==> src/owm_pkg.sv <==
`timescale 1ns / 1ps
// Shared constants for the one-wire bus master slot timer.
// Used by onewire_master_slot_timer_core; no other dependencies.
package owm_pkg;

  localparam int TIMER_BITS_DEF = 10;

  localparam int REG_W     = 10;
  localparam int NUM_REGS  = 8;
  localparam int REG_IDX_W = 3;

  localparam int MODE_W  = 3;
  localparam int BYTE_W  = 8;
  localparam int PHASE_W = 4;
  localparam int BITS_W  = 4;

  localparam int IN_TDATA_W  = 16;
  localparam int OUT_TDATA_W = 16;

  // register indexes
  localparam logic [REG_IDX_W-1:0] R_RESET_LOW    = 3'd0;
  localparam logic [REG_IDX_W-1:0] R_RELEASE_CHK  = 3'd1;
  localparam logic [REG_IDX_W-1:0] R_PRESENCE_WT  = 3'd2;
  localparam logic [REG_IDX_W-1:0] R_RESET_TAIL   = 3'd3;
  localparam logic [REG_IDX_W-1:0] R_SHORT_LOW    = 3'd4;
  localparam logic [REG_IDX_W-1:0] R_LONG_LOW     = 3'd5;
  localparam logic [REG_IDX_W-1:0] R_WRITE_SLOT   = 3'd6;
  localparam logic [REG_IDX_W-1:0] R_READ_SAMPLE  = 3'd7;

  // register reset values
  localparam logic [REG_W-1:0] RST_RESET_LOW   = 10'd480;
  localparam logic [REG_W-1:0] RST_RELEASE_CHK = 10'd15;
  localparam logic [REG_W-1:0] RST_PRESENCE_WT = 10'd55;
  localparam logic [REG_W-1:0] RST_RESET_TAIL  = 10'd410;
  localparam logic [REG_W-1:0] RST_SHORT_LOW   = 10'd2;
  localparam logic [REG_W-1:0] RST_LONG_LOW    = 10'd60;
  localparam logic [REG_W-1:0] RST_WRITE_SLOT  = 10'd64;
  localparam logic [REG_W-1:0] RST_READ_SAMPLE = 10'd10;

  localparam logic [REG_W-1:0] READ_TAIL_TIME = 10'd50;

  // request modes
  localparam logic [MODE_W-1:0] MODE_TICK  = 3'd0;
  localparam logic [MODE_W-1:0] OP_RESET   = 3'd1;
  localparam logic [MODE_W-1:0] OP_WBIT    = 3'd2;
  localparam logic [MODE_W-1:0] OP_RBIT    = 3'd3;
  localparam logic [MODE_W-1:0] OP_WBYTE   = 3'd4;
  localparam logic [MODE_W-1:0] OP_RBYTE   = 3'd5;

  // phases
  localparam logic [PHASE_W-1:0] PH_IDLE      = 4'd0;
  localparam logic [PHASE_W-1:0] PH_RST_LOW   = 4'd1;
  localparam logic [PHASE_W-1:0] PH_RST_CHECK = 4'd2;
  localparam logic [PHASE_W-1:0] PH_RST_PRES  = 4'd3;
  localparam logic [PHASE_W-1:0] PH_RST_TAIL  = 4'd4;
  localparam logic [PHASE_W-1:0] PH_SLOT_LOW  = 4'd5;
  localparam logic [PHASE_W-1:0] PH_WR_REL    = 4'd6;
  localparam logic [PHASE_W-1:0] PH_RD_WAIT   = 4'd7;
  localparam logic [PHASE_W-1:0] PH_RD_TAIL   = 4'd8;

  localparam logic [BITS_W-1:0] BITS_ONE  = 4'd1;
  localparam logic [BITS_W-1:0] BITS_BYTE = 4'd8;

endpackage

==> src/onewire_master_slot_timer_core.sv <==
`timescale 1ns / 1ps
// One-wire bus master slot timer: phase sequencer, slot timer and result register.
// Depends on owm_pkg.
// The result of a request is registered and is on out_* in the cycle after it is accepted.
// Throughput: one request per cycle while in_tready is high; the state update and length compare sit
// between the state registers and the result register.
// in_tready drops only while a result is held and out_tready is low.
// Reset (synchronous, rst_n low): idle phase, counters cleared, timing registers
// back to their defaults, result register empty.
module onewire_master_slot_timer_core #(
  parameter int TIMER_BITS = owm_pkg::TIMER_BITS_DEF
) (
  input  logic                            clk,
  input  logic                            rst_n,
  input  logic                            in_tvalid,
  output logic                            in_tready,
  // [7:0] write_data, [8] line_level, [15:9] zero
  input  logic [owm_pkg::IN_TDATA_W-1:0]  in_tdata,
  // [2:0] mode
  input  logic [owm_pkg::MODE_W-1:0]      in_tuser,
  output logic                            out_tvalid,
  input  logic                            out_tready,
  // [0] drive_low, [1] busy_res, [2] done_res, [3] status, [11:4] read_data, [15:12] zero
  output logic [owm_pkg::OUT_TDATA_W-1:0] out_tdata,
  input  logic                            cfg_we,
  input  logic [owm_pkg::REG_IDX_W-1:0]   cfg_addr,
  input  logic [owm_pkg::REG_W-1:0]       cfg_wdata
);

  localparam int CW = (TIMER_BITS > owm_pkg::REG_W) ? TIMER_BITS : owm_pkg::REG_W;
  localparam logic [CW-1:0] TMAX = CW'({TIMER_BITS{1'b1}});

  typedef logic [TIMER_BITS-1:0] tick_t;

  // register value -> phase length: zero acts as one, saturate at timer max
  function automatic tick_t clamp_len(input logic [owm_pkg::REG_W-1:0] v);
    logic [CW-1:0] vx;
    vx = CW'(v);
    if (vx == '0) vx = CW'(1);
    if (vx > TMAX) vx = TMAX;
    return vx[TIMER_BITS-1:0];
  endfunction

  logic [owm_pkg::REG_W-1:0] regs_r [owm_pkg::NUM_REGS];

  logic [owm_pkg::PHASE_W-1:0] phase_r, phase_nxt;
  logic [owm_pkg::MODE_W-1:0]  op_r, op_nxt;
  tick_t                       tick_r, tick_nxt;
  logic [owm_pkg::BYTE_W-1:0]  shift_r, shift_nxt;
  logic [owm_pkg::BITS_W-1:0]  bits_r, bits_nxt;
  logic                        was_high_r, was_high_nxt;
  logic                        pres_r, pres_nxt;

  logic                        out_valid_r;
  logic [owm_pkg::OUT_TDATA_W-1:0] out_data_r, out_data_nxt;

  logic [owm_pkg::MODE_W-1:0] mode;
  logic [owm_pkg::BYTE_W-1:0] wdata;
  logic                       line;

  logic  accept;
  logic  is_write;
  tick_t tick_inc, low_len, slot_len, plen;
  logic  slot_end;
  logic  done;
  logic  status;
  logic [owm_pkg::BYTE_W-1:0] rdata;
  logic [owm_pkg::BITS_W-1:0] bits_dec;
  logic  drive_low;

  assign mode  = in_tuser;
  assign wdata = in_tdata[7:0];
  assign line  = in_tdata[8];

  assign in_tready = !out_valid_r || out_tready;
  assign accept    = in_tvalid && in_tready;

  assign is_write = (op_r == owm_pkg::OP_WBIT) || (op_r == owm_pkg::OP_WBYTE);
  assign low_len  = (is_write && !shift_r[0]) ? clamp_len(regs_r[owm_pkg::R_LONG_LOW])
                                              : clamp_len(regs_r[owm_pkg::R_SHORT_LOW]);
  assign slot_len = clamp_len(regs_r[owm_pkg::R_WRITE_SLOT]);
  assign tick_inc = tick_r + tick_t'(1);

  always_comb begin
    unique case (phase_r)
      owm_pkg::PH_RST_LOW:   plen = clamp_len(regs_r[owm_pkg::R_RESET_LOW]);
      owm_pkg::PH_RST_CHECK: plen = clamp_len(regs_r[owm_pkg::R_RELEASE_CHK]);
      owm_pkg::PH_RST_PRES:  plen = clamp_len(regs_r[owm_pkg::R_PRESENCE_WT]);
      owm_pkg::PH_RST_TAIL:  plen = clamp_len(regs_r[owm_pkg::R_RESET_TAIL]);
      owm_pkg::PH_SLOT_LOW:  plen = low_len;
      owm_pkg::PH_WR_REL:    plen = (slot_len > low_len) ? slot_len - low_len : tick_t'(1);
      owm_pkg::PH_RD_WAIT:   plen = clamp_len(regs_r[owm_pkg::R_READ_SAMPLE]);
      owm_pkg::PH_RD_TAIL:   plen = clamp_len(owm_pkg::READ_TAIL_TIME);
      default:               plen = tick_t'(1);
    endcase
  end

  always_comb begin
    phase_nxt    = phase_r;
    op_nxt       = op_r;
    tick_nxt     = tick_r;
    shift_nxt    = shift_r;
    bits_nxt     = bits_r;
    was_high_nxt = was_high_r;
    pres_nxt     = pres_r;
    slot_end     = 1'b0;
    done         = 1'b0;
    status       = 1'b0;
    rdata        = '0;
    bits_dec     = '0;

    if (mode != owm_pkg::MODE_TICK) begin
      // command: only taken when idle and a known operation
      if (phase_r == owm_pkg::PH_IDLE && mode <= owm_pkg::OP_RBYTE) begin
        op_nxt       = mode;
        was_high_nxt = 1'b0;
        pres_nxt     = 1'b0;
        tick_nxt     = '0;
        phase_nxt    = owm_pkg::PH_SLOT_LOW;
        case (mode)
          owm_pkg::OP_RESET: begin
            bits_nxt  = '0;
            shift_nxt = '0;
            phase_nxt = owm_pkg::PH_RST_LOW;
          end
          owm_pkg::OP_WBIT: begin
            bits_nxt  = owm_pkg::BITS_ONE;
            shift_nxt = {7'd0, wdata[0]};
          end
          owm_pkg::OP_RBIT: begin
            bits_nxt  = owm_pkg::BITS_ONE;
            shift_nxt = '0;
          end
          owm_pkg::OP_WBYTE: begin
            bits_nxt  = owm_pkg::BITS_BYTE;
            shift_nxt = wdata;
          end
          default: begin
            bits_nxt  = owm_pkg::BITS_BYTE;
            shift_nxt = '0;
          end
        endcase
      end
    end else if (phase_r != owm_pkg::PH_IDLE) begin
      tick_nxt = tick_inc;
      if (tick_inc >= plen) begin
        tick_nxt = '0;
        unique case (phase_r)
          owm_pkg::PH_RST_LOW:   phase_nxt = owm_pkg::PH_RST_CHECK;
          owm_pkg::PH_RST_CHECK: begin
            was_high_nxt = line;
            phase_nxt    = owm_pkg::PH_RST_PRES;
          end
          owm_pkg::PH_RST_PRES: begin
            pres_nxt  = !line;
            phase_nxt = owm_pkg::PH_RST_TAIL;
          end
          owm_pkg::PH_RST_TAIL: begin
            phase_nxt = owm_pkg::PH_IDLE;
            done      = 1'b1;
            status    = !(was_high_r && pres_r);
          end
          owm_pkg::PH_SLOT_LOW:
            phase_nxt = is_write ? owm_pkg::PH_WR_REL : owm_pkg::PH_RD_WAIT;
          owm_pkg::PH_WR_REL: begin
            shift_nxt = shift_r >> 1;
            slot_end  = 1'b1;
          end
          owm_pkg::PH_RD_WAIT: begin
            shift_nxt = {line, shift_r[7:1]};
            phase_nxt = owm_pkg::PH_RD_TAIL;
          end
          owm_pkg::PH_RD_TAIL: slot_end = 1'b1;
          default:             phase_nxt = owm_pkg::PH_IDLE;
        endcase

        if (slot_end) begin
          bits_dec = (bits_r != '0) ? bits_r - owm_pkg::BITS_ONE : bits_r;
          bits_nxt = bits_dec;
          if (bits_dec != '0) begin
            phase_nxt = owm_pkg::PH_SLOT_LOW;
          end else begin
            phase_nxt = owm_pkg::PH_IDLE;
            done      = 1'b1;
            if (op_r == owm_pkg::OP_RBIT) rdata = {7'd0, shift_nxt[7]};
            else if (op_r == owm_pkg::OP_RBYTE) rdata = shift_nxt;
          end
        end
      end
    end

    drive_low = (phase_nxt == owm_pkg::PH_RST_LOW) || (phase_nxt == owm_pkg::PH_SLOT_LOW);
    out_data_nxt = {4'd0, rdata, status, done, (phase_nxt != owm_pkg::PH_IDLE), drive_low};
  end

  always_ff @(posedge clk) begin
    if (!rst_n) begin
      regs_r[owm_pkg::R_RESET_LOW]   <= owm_pkg::RST_RESET_LOW;
      regs_r[owm_pkg::R_RELEASE_CHK] <= owm_pkg::RST_RELEASE_CHK;
      regs_r[owm_pkg::R_PRESENCE_WT] <= owm_pkg::RST_PRESENCE_WT;
      regs_r[owm_pkg::R_RESET_TAIL]  <= owm_pkg::RST_RESET_TAIL;
      regs_r[owm_pkg::R_SHORT_LOW]   <= owm_pkg::RST_SHORT_LOW;
      regs_r[owm_pkg::R_LONG_LOW]    <= owm_pkg::RST_LONG_LOW;
      regs_r[owm_pkg::R_WRITE_SLOT]  <= owm_pkg::RST_WRITE_SLOT;
      regs_r[owm_pkg::R_READ_SAMPLE] <= owm_pkg::RST_READ_SAMPLE;
    end else if (cfg_we) begin
      regs_r[cfg_addr] <= cfg_wdata;
    end
  end

  always_ff @(posedge clk) begin
    if (!rst_n) begin
      phase_r     <= owm_pkg::PH_IDLE;
      op_r        <= '0;
      tick_r      <= '0;
      shift_r     <= '0;
      bits_r      <= '0;
      was_high_r  <= 1'b0;
      pres_r      <= 1'b0;
      out_valid_r <= 1'b0;
    end else begin
      if (accept) begin
        phase_r    <= phase_nxt;
        op_r       <= op_nxt;
        tick_r     <= tick_nxt;
        shift_r    <= shift_nxt;
        bits_r     <= bits_nxt;
        was_high_r <= was_high_nxt;
        pres_r     <= pres_nxt;
      end
      if (accept) out_valid_r <= 1'b1;
      else if (out_tready) out_valid_r <= 1'b0;
    end
  end

  always_ff @(posedge clk) begin
    if (accept) out_data_r <= out_data_nxt;
  end

  assign out_tvalid = out_valid_r;
  assign out_tdata  = out_data_r;

endmodule
==> config.mk <==
export PLATFORM = sky130hd
export DESIGN_NAME = onewire_master_slot_timer_core
export DESIGN_NICKNAME = d
export VERILOG_FILES = /design/src/owm_pkg.sv /design/src/onewire_master_slot_timer_core.sv
export SDC_FILE = /design/constraint.sdc
export NUM_CORES = 1
export LEC_CHECK = 0
export ABC_AREA = 1
export BUFFER_PORTS_ARGS = -buffer_cell sky130_fd_sc_hd__buf_2
export CAP_MARGIN = 20
export CELL_PAD_IN_SITES_DETAIL_PLACEMENT = 1
export CELL_PAD_IN_SITES_GLOBAL_PLACEMENT = 1
export CORE_MARGIN = 1
export CORE_UTILIZATION = 42
export CTS_BUF_LIST = sky130_fd_sc_hd__clkbuf_4
export CTS_CLUSTER_DIAMETER = 200
export DETAILED_ROUTE_END_ITERATION = 16
export PLACE_DENSITY_LB_ADDON = 0.3
export REMOVE_ABC_BUFFERS = 1
export SLEW_MARGIN = 10
export SYNTH_ARGS = -nofsm -noshare
export SYNTH_HDL_FRONTEND = slang
export SYNTH_SLANG_ARGS = --single-unit
==> constraint.sdc <==
create_clock -name clk -period 3.6 [get_ports clk]
set_input_delay 0.18 -clock clk [delete_from_list [all_inputs] [get_ports clk]]
set_output_delay 0.18 -clock clk [all_outputs]
set_load 0.01 [all_outputs]
==> results summary <==
The run finished, with violations left. The final reports fail on setup timing. The share of power burned in registers is 0.439. The global-route usage over all layers is 0.2843. The tree is rooted in a clkbuf_4. The area of all placed cells without fillers came out at 8995 um2.

The predominant post-synthesis flop cell is edfxtp_1. The first-pass iteration count of the detailed router is 5. Counting instances in the post-synthesis netlist gives the leading cell types as nand2_1, nor2_1, inv_1, edfxtp_1, nand3_1. The internal portion of the total power is 2.496 mW. IR analysis of the VDD net gives a maximum drop of 0.2736 mV. The library cell with the largest summed area after synthesis is edfxtp_1.

The post-detailed-route via-to-cell ratio is 5.508. The setup violation total in the final timing report is 40. At the later pin of the worst-skew pair, clock insertion delay measures 0.58 ns. After synthesis, the cell types taking the most area are edfxtp_1, nand2_1, dfxtp_1.

Counting cells, the worst reg-to-reg path comes to 23. The worst hold slack is 0.03598 ns. The count of fill cells added during filler insertion came out at 1993.

The number of synthesized flops with an enable pin is 92. The worst hold path belongs to the class input pin to flop. The number of nets with antenna violations after routing came out at 0. The share of flip-flops with an asynchronous set or reset is 0. In this run the count of I/O pins placed on the die edge is 55. Prior to clock tree synthesis, the placed netlist has a worst setup slack of -0.7506 ns. The reported max-cap violation count came out at 0. The total vias in the final route is 6907. The maximum clock path buffer count is 2.

The combinational power share came out at 0.299. The pin slew with the least headroom to its limit is 0.7797 ns. The placed cell area is 7963 um2. The number of global-route vias before repair is 7256.

The total clock buffers created by CTS came out at 17. The share of the Yosys chip area taken by registers is 0.4835. The total clock sinks is 124. The total count of max-transition violations in the final report is 0. The required time at the endpoint of the critical path came out at 3.95 ns. The effective utilization at floorplan is 0.4368.

The share of the clock period used by the worst path after layout came out at 1.128. Timing would allow up to 246.4 MHz. The total die area is 17280 um2. The share of final-layout standard cells stronger than drive strength 1 came out at 0.2642. The standard-cell row count is 46. The post-synth design cell area is 7039 um2. The initial DRC count came out at 475. STA classifies the critical path startpoint as a flop. The clock-pin slew reported for the worst setup and hold paths after clock tree synthesis is 0.13 ns. The gate count of the mapped netlist came out at 877. Data arrives at the worst endpoint at 4.41 ns. The post-layout net count came out at 1085.

The worst slew margin relative to its limit is 0.4796. In this run the most critical hold path is launched from in_tuser[1]. The share of total power in the clock network is 0.262. The initial antenna violation count was 1.

The routed length per instance came out at 20.09 um. The sort of element at the end of the critical path is a flop. The setup clock skew after layout came out at 0.02006 ns. The number of warning messages in the yosys log came out at 0. The hold violation total from the final report is 0.

The netlist uses 50 different library cells. The residual DRC count is 0. The synthesized design contains 124 register bits. The largest net degree at the start of global routing is 22. The share of Yosys cell area claimed by the top area cell type came out at 0.3925.

The die extent in y came out at 131.5 um. The setup slack of the worst register-to-register path is -0.46 ns. Summing all flip-flop and latch instances after layout gives 3406 um2.

For hold timing, the worst endpoint is op_r[1]. The signed area change from the synthesized netlist to the final layout is 27.78%. For this block, the routed nets add up to 25190 um of wire. The area used by multi-input combinational logic came out at 3503 um2. The chip width is 131.5 um. The hold-critical path depth is 3. The design draws 3.823 mW. Routability-driven placement finished with a final weighted congestion of 0.8729. For this design the static power due to leakage is 3.921 nW. The end of the worst register-to-register path is out_tdata[1]. The final HPWL from detailed placement came out at 16300 um. In this run the tool buffered the top-level ports with 43 buffer cells.

The core outline area came out at 16120 um2. For this design the total switching power over the nets is 1.327 mW. The startpoint identified for the worst register-to-register timing path is op_r[1].

Setup repair after global routing could not meet its margin everywhere. The highest fanout seen on the critical path came out at 7. Of the total power, the share spent switching nets is 0.3471. The setup path with the least slack is of type flop to flop.

The shortest clock period the worst path allows after layout came out at 4.059 ns. The worst-case setup margin in the final layout is -0.4592 ns. The mean post-synth cell area came out at 8.027 um2. Summed over all layers, the global routing overflow is 0. TritonCTS built the clock tree. The cell area power density is 425.1 nW/um2. The depth of the CTS H-tree is 4. In the post-synthesis netlist, the cell with the most instances is nand2_1.

The global-route wire length before repair came out at 37520 um.
-- cell families (layout without fill, tap and decap cells) --
logic type,Yosys count,in the layout,synth area share
adder cells (fa/ha/maj),23,23,0.04195
other,1,5,0.0005327
buffers and inverters,148,303,0.08247
flip-flops,124,124,0.4835
AND/OR/NAND/NOR,438,440,0.2650
multiplexers,6,6,0.008532
XOR/XNOR,14,14,0.01742
AO/OA/AOI/OAI,123,123,0.1006
-- through the flow --
step | cells | TNS [ns] | util
2_1_floorplan | 857 | -10.21 | -
3_3_place_gp | 1186 | -13.89 | 0.4941
3_5_place_dp | 1186 | -21.89 | 0.4941
4_1_cts | 1248 | -6.346 | 0.5414
5_1_grt | 1254 | -22.14 | 0.5582
6_report | 1254 | -13.77 | 0.5582
-- layout by cell type (no fill, tap or decap), drive strengths merged, types with 3 or more instances in the layout --
master       instances
nand2              194
nor2               170
buf                139
inv                124
edfxtp              92
o21ai               47
nand3               42
a21oi               38
dfxtp               32
ha                  22
clkbuf              17
nand4               14
o22ai               11
xor2                10
a211oi               8
dlygate4sd3          8
clkinv               8
nor4                 6
mux2i                6
clkinvlp             5
nand3b               4
conb                 4
xnor2                4
nor3                 4
or2                  3
-- state kept, by name, indices dropped and copies added (netlist names), 3 cells and up --
| signal | count |
|---|---|
| bits_r | 4 |
| op_r | 3 |
| out_tdata | 12 |
| phase_r | 4 |
| regs_r | 80 |
| shift_r | 8 |
| tick_r | 10 |
-- worst max-delay path by stage --
stage / from / cells after the start / slack, ns / end
after floorplan: op_r[1] / 24 / -0.52 / out_tdata[0]
after global placement: op_r[2] / 25 / -0.50 / was_high_r
after detailed placement: op_r[2] / 25 / -0.75 / was_high_r
after CTS: op_r[2] / 27 / -0.23 / out_tdata[1]
after global routing: op_r[2] / 27 / -0.68 / out_tdata[1]
final: op_r[1] / 23 / -0.46 / out_tdata[1]
-- power by group through the flow --
| stage | Sequential (mW) | Combinational, mW | Clock [mW] |
|---|---|---|---|
| floorplan | 1.69 | 0.460 | 0 |
| global placement | 1.70 | 0.796 | 0 |
| detailed placement | 1.71 | 0.819 | 0 |
| CTS | 1.67 | 0.961 | 1.01 |
| global route | 1.68 | 1.21 | 1.06 |
| finish | 1.68 | 1.14 | 1.00 |
-- repair_timing --
| action | in CTS | in global routing |
|---|---|---|
| pin swaps | 36 | 22 |
| hold endpoints to repair | 8 | 0 |
| hold buffers | 8 | 0 |
| gates cloned | 2 | 0 |
| setup buffers | 21 | 6 |
| endpoints found under the setup margin | 40 | 40 |
| resized for setup | 59 | 50 |
-- routing by layer --
| metal | vias to the layer above | share of wire | GRT usage |
|---|---|---|---|
| li1 | 3185 | - | - |
| met1 | 3373 | 0.39 | 0.3236 |
| met2 | 262 | 0.52 | 0.5129 |
| met3 | 87 | 0.051 | 0.04282 |
| met4 | 0 | 0.044 | 0.1473 |
| met5 | - | 0 | 0 |
-- critical path: stages (launching register included) --
cell and delay, ns:
dfxtp_2 0.38, xor2_2 0.20, nand3_4 0.15, buf_6 0.18, o21ai_4 0.16, inv_1 0.11
ha_1 0.35, nand2_1 0.12, o21ai_1 0.19, nand4_1 0.15, nand2_1 0.14, xor2_1 0.29
nor2_2 0.07, nor2_2 0.15, ha_4 0.23, nand2_1 0.09, a21oi_2 0.07, nor2_4 0.12
nand3_4 0.13, buf_6 0.14, nor2_2 0.08, nor2_1 0.07, a21boi_1 0.17, nand3_1 0.09
-- area by class of cell --
type | instances | share of cell area
multi-input combinational | 610 | 0.3895
timing repair buffer | 147 | 0.1182
sequential | 124 | 0.3786
inverter | 125 | 0.05272
clock inverter | 14 | 0.01641
clock buffer | 17 | 0.01419
antenna | 1 | 0.0002782
tap | 216 | 0.03005
(Power assumes the default switching activity.)
